==> src/design/hus_pkg.sv <==
// shared types and constants of the url splitter
package hus_pkg;

  localparam int unsigned QueueDepth = 2;

  localparam int unsigned ByteW  = 8;
  localparam int unsigned PortW  = 16;
  localparam int unsigned PartW  = 2;
  localparam int unsigned StatW  = 2;
  localparam int unsigned CfgIdxW = 8;

  localparam logic [PortW-1:0] HttpPortReset  = 16'd80;
  localparam logic [PortW-1:0] HttpsPortReset = 16'd443;

  localparam logic [CfgIdxW-1:0] CfgHttpPort  = 8'd0;
  localparam logic [CfgIdxW-1:0] CfgHttpsPort = 8'd1;

  localparam logic [StatW-1:0] StOk    = 2'd0;
  localparam logic [StatW-1:0] StNoSup = 2'd1;
  localparam logic [StatW-1:0] StInval = 2'd2;

  localparam logic [PartW-1:0] PartOther = 2'd0;
  localparam logic [PartW-1:0] PartHost  = 2'd1;
  localparam logic [PartW-1:0] PartPath  = 2'd2;

  localparam logic [0:0] SchemeHttps = 1'b0;
  localparam logic [0:0] SchemeHttp  = 1'b1;

  localparam logic [ByteW-1:0] ChH     = 8'h68;
  localparam logic [ByteW-1:0] ChT     = 8'h74;
  localparam logic [ByteW-1:0] ChP     = 8'h70;
  localparam logic [ByteW-1:0] ChS     = 8'h73;
  localparam logic [ByteW-1:0] ChColon = 8'h3a;
  localparam logic [ByteW-1:0] ChSlash = 8'h2f;
  localparam logic [ByteW-1:0] ChZero  = 8'h30;
  localparam logic [ByteW-1:0] ChNine  = 8'h39;

  typedef struct packed {
    logic [ByteW-1:0] data;
    logic             is_end;
    logic             is_colon;
    logic             is_slash;
    logic             is_digit;
    logic [3:0]       digit;
    logic             is_h;
    logic             is_t;
    logic             is_p;
    logic             is_s;
  } char_class_t;

  typedef struct packed {
    logic [ByteW-1:0] data_byte;
    logic [PartW-1:0] part;
    logic             done_res;
    logic [StatW-1:0] status;
    logic             scheme_id;
    logic [PortW-1:0] port_number;
  } result_t;

endpackage

==> src/design/hus_queue.sv <==
// small register queue with push/full and pop/empty sides
module hus_queue #(
  parameter int unsigned Width = 8,
  parameter int unsigned Depth = 2
) (
  input  logic             clk_i,
  input  logic             rst_ni,
  input  logic             push_i,
  input  logic [Width-1:0] wdata_i,
  output logic             full_o,
  input  logic             pop_i,
  output logic [Width-1:0] rdata_o,
  output logic             empty_o
);
  localparam int unsigned PtrW = (Depth > 1) ? $clog2(Depth) : 1;
  localparam int unsigned CntW = $clog2(Depth + 1);

  logic [Width-1:0] mem_q [Depth];
  logic [PtrW-1:0]  wr_ptr_q, wr_ptr_d, rd_ptr_q, rd_ptr_d;
  logic [CntW-1:0]  cnt_q, cnt_d;
  logic             do_push, do_pop;

  assign full_o  = (cnt_q == CntW'(Depth));
  assign empty_o = (cnt_q == '0);
  assign do_push = push_i && !full_o;
  assign do_pop  = pop_i && !empty_o;
  assign rdata_o = mem_q[rd_ptr_q];

  always_comb begin
    wr_ptr_d = wr_ptr_q;
    rd_ptr_d = rd_ptr_q;
    cnt_d    = cnt_q;
    if (do_push) begin
      wr_ptr_d = (wr_ptr_q == PtrW'(Depth - 1)) ? '0 : wr_ptr_q + 1'b1;
    end
    if (do_pop) begin
      rd_ptr_d = (rd_ptr_q == PtrW'(Depth - 1)) ? '0 : rd_ptr_q + 1'b1;
    end
    if (do_push && !do_pop) begin
      cnt_d = cnt_q + 1'b1;
    end else if (do_pop && !do_push) begin
      cnt_d = cnt_q - 1'b1;
    end
  end

  always_ff @(posedge clk_i or negedge rst_ni) begin
    if (!rst_ni) begin
      wr_ptr_q <= '0;
      rd_ptr_q <= '0;
      cnt_q    <= '0;
    end else begin
      wr_ptr_q <= wr_ptr_d;
      rd_ptr_q <= rd_ptr_d;
      cnt_q    <= cnt_d;
    end
  end

  always_ff @(posedge clk_i) begin
    if (do_push) begin
      mem_q[wr_ptr_q] <= wdata_i;
    end
  end

endmodule

==> src/design/hus_front.sv <==
// input side: byte classification ahead of the request queue
module hus_front (
  input  logic                       clk_i,
  input  logic                       rst_ni,
  input  logic                       push,
  input  logic [hus_pkg::ByteW-1:0]  char_in_i,
  output logic                       full,
  input  logic                       cls_pop_i,
  output hus_pkg::char_class_t       cls_o,
  output logic                       cls_empty_o
);
  import hus_pkg::*;

  parameter int unsigned Depth = QueueDepth;

  char_class_t cls;

  always_comb begin
    cls          = '0;
    cls.data     = char_in_i;
    cls.is_end   = (char_in_i == '0);
    cls.is_colon = (char_in_i == ChColon);
    cls.is_slash = (char_in_i == ChSlash);
    cls.is_digit = (char_in_i >= ChZero) && (char_in_i <= ChNine);
    cls.digit    = char_in_i[3:0];
    cls.is_h     = (char_in_i == ChH);
    cls.is_t     = (char_in_i == ChT);
    cls.is_p     = (char_in_i == ChP);
    cls.is_s     = (char_in_i == ChS);
  end

  hus_queue #(
    .Width($bits(char_class_t)),
    .Depth(Depth)
  ) u_queue (
    .clk_i   (clk_i),
    .rst_ni  (rst_ni),
    .push_i  (push),
    .wdata_i (cls),
    .full_o  (full),
    .pop_i   (cls_pop_i),
    .rdata_o (cls_o),
    .empty_o (cls_empty_o)
  );

endmodule

==> src/design/hus_back.sv <==
// parse state machine, default port registers and result queue
module hus_back #(
  parameter int unsigned Depth = hus_pkg::QueueDepth
) (
  input  logic                        clk_i,
  input  logic                        rst_ni,
  input  hus_pkg::char_class_t        cls_i,
  input  logic                        cls_empty_i,
  output logic                        cls_pop_o,
  input  logic                        cfg_valid_i,
  input  logic [hus_pkg::CfgIdxW-1:0] cfg_index_i,
  input  logic [hus_pkg::PortW-1:0]   cfg_data_i,
  input  logic                        pop,
  output logic                        empty,
  output hus_pkg::result_t            res_o
);
  import hus_pkg::*;

  localparam logic [2:0] PhScheme = 3'd0;
  localparam logic [2:0] PhSep    = 3'd1;
  localparam logic [2:0] PhHost   = 3'd2;
  localparam logic [2:0] PhPort   = 3'd3;
  localparam logic [2:0] PhSkip   = 3'd4;
  localparam logic [2:0] PhPath   = 3'd5;
  localparam logic [2:0] PhError  = 3'd6;

  logic [2:0]       phase_q, phase_d;
  logic [2:0]       pos_q, pos_d;
  logic             https_q, https_d;
  logic [PortW-1:0] acc_q, acc_d;
  logic             has_dig_q, has_dig_d;
  logic             given_q, given_d;
  logic [StatW-1:0] err_q, err_d;
  logic [PortW-1:0] http_port_q, https_port_q;

  logic             res_full, step;
  logic             letter_ok;
  logic [PortW+3:0] acc_next;
  result_t          res;

  assign step      = !cls_empty_i && !res_full;
  assign cls_pop_o = step;

  assign acc_next = {1'b0, acc_q, 3'b000} + {3'b000, acc_q, 1'b0} + {16'd0, cls_i.digit};

  always_comb begin
    case (pos_q)
      3'd0:    letter_ok = cls_i.is_h;
      3'd1:    letter_ok = cls_i.is_t;
      3'd2:    letter_ok = cls_i.is_t;
      3'd3:    letter_ok = cls_i.is_p;
      default: letter_ok = 1'b0;
    endcase
  end

  always_comb begin
    phase_d   = phase_q;
    pos_d     = pos_q;
    https_d   = https_q;
    acc_d     = acc_q;
    has_dig_d = has_dig_q;
    given_d   = given_q;
    err_d     = err_q;
    res       = '0;
    res.data_byte = cls_i.data;
    if (cls_i.is_end) begin
      res.done_res = 1'b1;
      case (phase_q)
        PhScheme: res.status = (pos_q < 3'd4) ? StNoSup : StInval;
        PhSep:    res.status = (pos_q == 3'd0) ? StInval : StNoSup;
        PhPort:   res.status = has_dig_q ? StOk : StInval;
        PhError:  res.status = err_q;
        default:  res.status = StOk;
      endcase
      if (res.status == StOk) begin
        res.scheme_id = https_q ? SchemeHttps : SchemeHttp;
        if (given_q) begin
          res.port_number = acc_q;
        end else begin
          res.port_number = https_q ? https_port_q : http_port_q;
        end
      end
      phase_d   = PhScheme;
      pos_d     = '0;
      https_d   = 1'b0;
      acc_d     = '0;
      has_dig_d = 1'b0;
      given_d   = 1'b0;
      err_d     = StOk;
    end else begin
      case (phase_q)
        PhScheme: begin
          if (pos_q < 3'd4) begin
            if (letter_ok) begin
              pos_d = pos_q + 1'b1;
            end else begin
              phase_d = PhError;
              err_d   = StNoSup;
            end
          end else if (cls_i.is_s) begin
            https_d = 1'b1;
            phase_d = PhSep;
            pos_d   = 3'd0;
          end else if (cls_i.is_colon) begin
            https_d = 1'b0;
            phase_d = PhSep;
            pos_d   = 3'd1;
          end else begin
            phase_d = PhError;
            err_d   = StInval;
          end
        end
        PhSep: begin
          if (pos_q == 3'd0) begin
            if (cls_i.is_colon) begin
              pos_d = 3'd1;
            end else begin
              phase_d = PhError;
              err_d   = StInval;
            end
          end else if (cls_i.is_slash) begin
            if (pos_q == 3'd1) begin
              pos_d = 3'd2;
            end else begin
              phase_d = PhHost;
            end
          end else begin
            phase_d = PhError;
            err_d   = StNoSup;
          end
        end
        PhHost: begin
          if (cls_i.is_colon) begin
            given_d = 1'b1;
            phase_d = PhPort;
          end else if (cls_i.is_slash) begin
            phase_d  = PhPath;
            res.part = PartPath;
          end else begin
            res.part = PartHost;
          end
        end
        PhPort: begin
          if (cls_i.is_digit) begin
            has_dig_d = 1'b1;
            if (acc_next[PortW+3:PortW] != '0) begin
              phase_d = PhError;
              err_d   = StInval;
            end else begin
              acc_d = acc_next[PortW-1:0];
            end
          end else if (!has_dig_q) begin
            phase_d = PhError;
            err_d   = StInval;
          end else if (cls_i.is_slash) begin
            phase_d  = PhPath;
            res.part = PartPath;
          end else begin
            phase_d = PhSkip;
          end
        end
        PhSkip: begin
          if (cls_i.is_slash) begin
            phase_d  = PhPath;
            res.part = PartPath;
          end
        end
        PhPath: res.part = PartPath;
        default: res.part = PartOther;
      endcase
    end
  end

  always_ff @(posedge clk_i or negedge rst_ni) begin
    if (!rst_ni) begin
      phase_q   <= PhScheme;
      pos_q     <= '0;
      https_q   <= 1'b0;
      acc_q     <= '0;
      has_dig_q <= 1'b0;
      given_q   <= 1'b0;
      err_q     <= StOk;
    end else if (step) begin
      phase_q   <= phase_d;
      pos_q     <= pos_d;
      https_q   <= https_d;
      acc_q     <= acc_d;
      has_dig_q <= has_dig_d;
      given_q   <= given_d;
      err_q     <= err_d;
    end
  end

  always_ff @(posedge clk_i or negedge rst_ni) begin
    if (!rst_ni) begin
      http_port_q  <= HttpPortReset;
      https_port_q <= HttpsPortReset;
    end else if (cfg_valid_i) begin
      if (cfg_index_i == CfgHttpPort) begin
        http_port_q <= cfg_data_i;
      end else if (cfg_index_i == CfgHttpsPort) begin
        https_port_q <= cfg_data_i;
      end
    end
  end

  hus_queue #(
    .Width($bits(result_t)),
    .Depth(Depth)
  ) u_res_queue (
    .clk_i   (clk_i),
    .rst_ni  (rst_ni),
    .push_i  (step),
    .wdata_i (res),
    .full_o  (res_full),
    .pop_i   (pop),
    .rdata_o (res_o),
    .empty_o (empty)
  );

endmodule

==> src/design/http_url_splitter.sv <==
// top level of the url splitter: byte classifier, request queue and parser
// The block takes one URL byte per request (a zero byte ends the URL) and
// returns one result per byte: the byte, its part tag (host, path or
// other) and, on the terminating byte, status, scheme and port. One byte
// is taken every cycle while full is low, then passes the request queue,
// parse step and result queue. Errors show only on the terminating result,
// so tagged bytes of a URL whose status is not ok should be dropped. The
// default ports are written through the configuration channel only while
// the block is idle; the user, not the block, ensures it.
module http_url_splitter #(
  parameter int unsigned QueueDepth = hus_pkg::QueueDepth
) (
  input  logic                        clk_i,
  input  logic                        rst_ni,
  input  logic                        push,
  output logic                        full,
  input  logic [hus_pkg::ByteW-1:0]   char_in_i,
  output logic                        empty,
  input  logic                        pop,
  output logic [hus_pkg::ByteW-1:0]   data_byte_o,
  output logic [hus_pkg::PartW-1:0]   part_o,
  output logic                        done_res_o,
  output logic [hus_pkg::StatW-1:0]   status_o,
  output logic                        scheme_id_o,
  output logic [hus_pkg::PortW-1:0]   port_number_o,
  input  logic                        cfg_valid_i,
  output logic                        cfg_ready_o,
  input  logic [hus_pkg::CfgIdxW-1:0] cfg_index_i,
  input  logic [hus_pkg::PortW-1:0]   cfg_data_i
);
  import hus_pkg::*;

  char_class_t cls;
  logic        cls_empty, cls_pop;
  result_t     res;

  assign cfg_ready_o = 1'b1;

  hus_front #(
    .Depth(QueueDepth)
  ) u_front (
    .clk_i       (clk_i),
    .rst_ni      (rst_ni),
    .push        (push),
    .char_in_i   (char_in_i),
    .full        (full),
    .cls_pop_i   (cls_pop),
    .cls_o       (cls),
    .cls_empty_o (cls_empty)
  );

  hus_back #(
    .Depth(QueueDepth)
  ) u_back (
    .clk_i       (clk_i),
    .rst_ni      (rst_ni),
    .cls_i       (cls),
    .cls_empty_i (cls_empty),
    .cls_pop_o   (cls_pop),
    .cfg_valid_i (cfg_valid_i),
    .cfg_index_i (cfg_index_i),
    .cfg_data_i  (cfg_data_i),
    .pop         (pop),
    .empty       (empty),
    .res_o       (res)
  );

  assign data_byte_o   = res.data_byte;
  assign part_o        = res.part;
  assign done_res_o    = res.done_res;
  assign status_o      = res.status;
  assign scheme_id_o   = res.scheme_id;
  assign port_number_o = res.port_number;

endmodule
==> config.mk <==
export PLATFORM = sky130hd
export DESIGN_NAME = http_url_splitter
export DESIGN_NICKNAME = d
export VERILOG_FILES = /design/src/design/hus_pkg.sv /design/src/design/hus_queue.sv /design/src/design/hus_front.sv /design/src/design/hus_back.sv /design/src/design/http_url_splitter.sv
export SDC_FILE = /design/constraint.sdc
export NUM_CORES = 1
export LEC_CHECK = 0
export BUFFER_PORTS_ARGS = -buffer_cell sky130_fd_sc_hd__buf_2
export CORE_ASPECT_RATIO = 1.4
export CORE_MARGIN = 3
export CORE_UTILIZATION = 60
export DETAILED_ROUTE_END_ITERATION = 10
export PLACE_DENSITY = 0.83
export SYNTH_ARGS = -nofsm -noshare
export SYNTH_HDL_FRONTEND = slang
export SYNTH_HIERARCHICAL = 1
export SYNTH_SLANG_ARGS = --single-unit
==> constraint.sdc <==
create_clock -name clk_i -period 6 [get_ports clk_i]
set_input_delay 0.9 -clock clk_i [delete_from_list [all_inputs] [get_ports clk_i]]
set_output_delay 0.9 -clock clk_i [all_outputs]
set_load 0.02 [all_outputs]
=== Word-level counts from Yosys, hierarchy flattened ===
Memory sizes are Yosys's and may differ from the RTL's.
Index checks and enable logic that the tools add are counted.

* Register bits: 67
* Latch bits: 0
* RAM bits: 100
* Bits in read-only memories: 0
* Input bits: 37
* Output and inout port bits: 33
* Memories: 2

{| class="wikitable"
|+ Memories
! memory !! words !! bits a word !! rd ports !! clocked after Yosys merged registers in !! wr ports !! line !! RTL
|-
| u_back.u_res_queue.mem_q || 2 || 30 || 1 || 0 || 1 || hus_queue.sv:18 || <nowiki>logic [Width-1:0] mem_q [Depth];</nowiki>
|-
| u_front.u_queue.mem_q || 2 || 20 || 1 || 0 || 1 || hus_queue.sv:18 ||
|}

* $add $sub $neg: 11
* Multiply operators: 0
* Div/mod/pow operators: 0
* Order comparisons: 3
* Eq/ne operators: 30
* Shifts and indexed selects: 0
* Multiplexer cells: 81
* Bitwise logic cells: 1
* Reduce and logical (&&, ||, !) cells: 47

{| class="wikitable"
|+ Operators by type and width
! cell !! number
|-
| $mux W16 || 6
|-
| $mux W3 || 22
|-
| $mux W2 || 24
|-
| $eq A8 B7 Y1 const B || 4
|-
| $mux W1 || 21
|-
| $add A19 B17 Y20 || 1
|-
| $add A20 B4 Y20 || 1
|-
| $mux W20 || 1
|-
| $ne A4 B3 Y1 const B || 5
|-
| $mux W17 || 1
|-
| $eq A8 B6 Y1 const B || 2
|-
| $logic_not A8 Y1 || 2
|-
| $pmux W2 S4 || 2
|-
| $pmux W3 S5 || 1
|-
| $reduce_bool A2 Y1 || 7
|-
| $eq A3 B2 Y1 const B || 4
|-
| $ne A4 B4 Y1 const B || 3
|-
| $logic_and A1 B1 Y1 || 10
|-
| $eq A3 B3 Y1 const B || 3
|-
| $reduce_and A3 Y1 || 3
|-
| $eq A8 B1 Y1 const B || 1
|-
| $ge A8 B6 Y1 const B || 1
|-
| $le A8 B6 Y1 const B || 1
|-
| $logic_not A1 Y1 || 8
|-
| 25 further kinds || 39
|}

=== Depth between registers and ports, before layout ===
* Depth in word-level cells: 8
* Mapped depth: 14

=== Cells and area by module ===
Netlist, hierarchy kept.

{| class="wikitable"
|+ Modules (own cells, without submodules)
! module !! times used !! cells each !! area each (um2)
|-
| hus_back || 1 || 499 || 4556.9
|-
| hus_queue at u_back.u_res_queue || 1 || 112 || 2481.1
|-
| hus_queue at u_front.u_queue || 1 || 81 || 1637.8
|-
| hus_front || 1 || 20 || 145.1
|-
| http_url_splitter || 1 || 2 || 11.3
|}

=== Worst setup path before layout ===
Ideal clock, no wire load.

* Path kind: register -> register
* From: register u_front.u_queue.rd_ptr_q
* To: register u_back.err_q[0]
* Library setup time: 0.126 ns
* Arrival time: 3.310 ns
* Required time: 5.874 ns
* Setup slack: 2.564 ns
* Stages on the path, launching flop included: 13
* Path buffers: 2
* Clock period less this slack: 3.436 ns
* Path through: dfrtp_1 -> buf_4 -> mux2_1 -> inv_1 -> fa_1 -> fa_1 -> nand2b_1 -> a2111oi_2 -> o311a_1 -> nor3_1 -> o2111a_1 -> buf_6 -> a311o_1

{| class="wikitable"
|+ RTL lines
! item !! line !! RTL
|-
| start, declared || hus_queue.sv:19 || <nowiki>logic [PtrW-1:0] wr_ptr_q, wr_ptr_d, rd_ptr_q, rd_ptr_d;</nowiki>
|-
| start signal, assigned || hus_queue.sv:53 || <nowiki>rd_ptr_q <= rd_ptr_d;</nowiki>
|-
| end signal, assigned || hus_back.sv:182 || <nowiki>err_q <= StOk;</nowiki>
|-
| end signal, assigned || hus_back.sv:190 || <nowiki>err_q <= err_d;</nowiki>
|-
| end, declared || hus_back.sv:33 || <nowiki>logic [StatW-1:0] err_q, err_d;</nowiki>
|}

==> impl_results.md <==
* Run status: finished clean
* Initial antenna violation count at 0
* Vias per inst at 6.23
* Hold crit path type: reg -> reg
* Worst-skew pair later-pin latency at 0.43 ns
* Skew final at between 0.01 and 0.015 ns
* Total grt overflow at 0
* Starting DRT DRC Count at 364
* Via count of the first global-routing pass at 6312
* Fillers at 1003
* Tcrit/Tclk final at 67.3%
* GR met1 Demand/Resource at 29.2%
* Setup TNS at 0 ns
* Leak at 4.14 nW
* Placer Congestion at 0.966
* Seq/Total Area, Yosys at 53.1%
* Worst vdd ir at 0.345 mV
* Final Hold Slack at 0.509 ns
* Cell count after synthesis at 714
* Number of detailed-route iterations in the first pass at 5
* Setup Fix Bufs, Post-CTS at 0
* Syn. warnings at 6
* Reg2Reg Launch Point: u_front/u_queue/rd_ptr_q
* Largest net degree at the start of global routing at 68
* Clock Sinks at 167
* Synth cell types at 75
* Cts hold-fix bufs at 0
* Area Growth Syn to Fin at 12.3%
* Max Cap Viol at 0
* Antenna cells at 0
* Area share of the largest cell type after synthesis at about a third
* Avg Cell Area, Syn at about 12 sq um
* RSZ-0062 raised after global routing: no
* Die area at 16200 sq um
* Clock-pin slew on the worst setup and hold paths at 0.07 ns
* Min cycle time layout at 4.04 ns
* Site row count at 51
* Root Buffer: clkbuf_16
* Critical path capture point type: flop
* Crit path launch type: flop
* Ys flop type: edfxtp_1
* F_max at 247 MHz
* Core area at 14200 sq um
* Vias at 6039
* Power Total at 4.80 mW
* Post-cts sizing count at 0
* Met3 Track Usage GR at 3.32%
* GRT met2 Usage at 44.7%
* Global route hottest layer: met2
* EDFF count, synth at 100
* All-Layer GR Usage at between 20 and 30%
* Async S/R FF share, synth at 40.1%
* Data arrival, critical path at 4.37 ns
* Starting Density at 62.3%
* Crit path launch: u_front/u_queue/rd_ptr_q
* Slew headroom at between 10 and 15%
* Hold path start: u_back/http_port_q[15]
* Total CTS buffers at 17
* # DRC at 0
* Die height at 150 um
* Power Dens Cells at about 480 nW/um^2
* Synth Net Count at 790
* Post-DP HPWL at approximately 14000 um
* Final hold vios at 0
* Synth area leader: edfxtp_1
* Most frequent cells after synthesis: edfxtp_1, nor2_1, dfrtp_1
* Final slew viol count at 0
* First-pass GRT wire length at 31500 um
* Clock Path Buffers at 2
* Drt wl/cell at about 20 um
* Detail Route Antenna Nets at 0
* Mapped Area at 8830 sq um
* Count leader, synth: edfxtp_1
* Die width at around 110 um
* Share of layout cells above drive strength 1 at 24.1%
* Worst EP required at around 6.3 ns
* # H-tree levels at 4
* Yosys reg bits at 167
* Kind of critical path: reg -> reg
* Total wire length at 19800 um
* PortBufs at 68
* Final #Nets at 848
* IO Pins at 70
* Area contributors post-synth: edfxtp_1, dfrtp_1, ha_1
* Crit-path max FO at 20
* Worst slew pin tran at 1.27 ns
* Final setup fails at 0
* CTS tree: done
[kinds of logic (layout without fill, tap and decap cells)]
family	Yosys count	in the layout	synth area share (%)
AOI/OAI and AO/OA	151	151	11.1
xor gates and xnor gates	23	23	2.28
adders and majority gates	39	39	5.69
buffers and inverters	62	133	3.24
DFF	167	167	53.1
muxes	114	114	15.3
other	1	1	0.0425
and+or+nand+nor	157	157	9.21
[cell type report]
type	count	area (sq um)	area share, %
Clock buffer	17	425	4.29
Clock inverter	15	218	2.20
Inverter	26	97.6	0.984
Multi-Input combinational cell	485	3860	38.9
Sequential cell	167	4690	47.3
Tap cell	185	231	2.33
Timing Repair Buffer	75	393	3.96
[registers in the layout, summed over array words and instances, names as in the netlist]
register	count
u_back/acc_q	16
u_back/err_q	2
u_back/given_q	1
u_back/has_dig_q	1
u_back/http_port_q	16
u_back/https_port_q	16
u_back/https_q	1
u_back/phase_q	3
u_back/pos_q	3
u_back/u_res_queue/cnt_q	2
u_back/u_res_queue/mem_q	60
u_back/u_res_queue/rd_ptr_q	1
u_back/u_res_queue/wr_ptr_q	1
u_front/u_queue/cnt_q	2
u_front/u_queue/mem_q	40
u_front/u_queue/rd_ptr_q	1
u_front/u_queue/wr_ptr_q	1
[worst paths after layout]
path / endpoint / cells after the start / slack, ns
worst max-delay path: u_back/err_q[1] / 11 / 1.96
worst min-delay path: u_back/http_port_q[15] / 1 / 0.51
worst max register to register: u_back/err_q[1] / 11 / 1.96
worst min register to register: u_back/http_port_q[15] / 1 / 0.51
max in group asynchronous: u_back/u_res_queue/rd_ptr_q / 2 / 4.70
min in group asynchronous: u_back/http_port_q[0] / 2 / 0.69
[critical path, stage by stage, from the launching register on]
cell,delay [ns]
dfrtp_1,0.41
mux2_1,0.31
inv_1,0.08
fa_1,0.44
fa_1,0.45
nand2b_1,0.23
a2111oi_2,0.39
o311a_1,0.24
o21ai_1,0.06
nor2_1,0.09
o2111a_1,0.96
mux2i_1,0.29
[power by group]
| part | leakage (nW) | internal, mW | switching [mW] |
|---|---|---|---|
| clock network | 0.311 | 0.649 | 0.522 |
| registers | 1.82 | 1.63 | 0.253 |
| logic | 2.01 | 0.673 | 1.07 |
[through the flow]
step | utilization (%) | area, sq um | instances | worst slack [ns]
6_report | 70.0 | 9910 | 970 | 1.96
4_1_cts | 70.0 | 9910 | 970 | 1.94
3_5_place_dp | 65.4 | 9270 | 938 | 1.98
2_1_floorplan | - | 8830 | 714 | 2.56
5_1_grt | 70.0 | 9910 | 970 | 1.71
3_3_place_gp | 65.4 | 9270 | 938 | 2.05
[routing by layer]
layer  part of all wire [%]  vias to the layer above
met5                      0                        -
met4                    4.9                        0
met3                    3.7                       54
met2                     53                      184
met1                     38                     3016
li1                       -                     2785
[cells in the final DEF, fill, tap and decap left out, types with 4 or more instances in the layout]
cell	n
a31oi_1	4
inv_1	25
a211oi_1	8
nor4_1	6
nor2b_1	9
and2_1	7
nand2b_1	6
nand2_1	23
a21o_1	6
o21ai_0	37
xnor2_1	16
xor2_1	7
mux2_4	29
ha_1	37
buf_2	68
a21oi_1	41
mux2_2	33
clkbuf_16	17
nand3_1	7
a32oi_1	4
mux2_1	20
nor2_1	62
a311oi_1	5
inv_8	6
dfstp_2	9
mux2i_1	32
edfxtp_1	100
nand3b_1	4
a22oi_1	13
dfrtp_1	57
nor3_1	5
buf_4	7
Power figures use the tool's default switching activity.
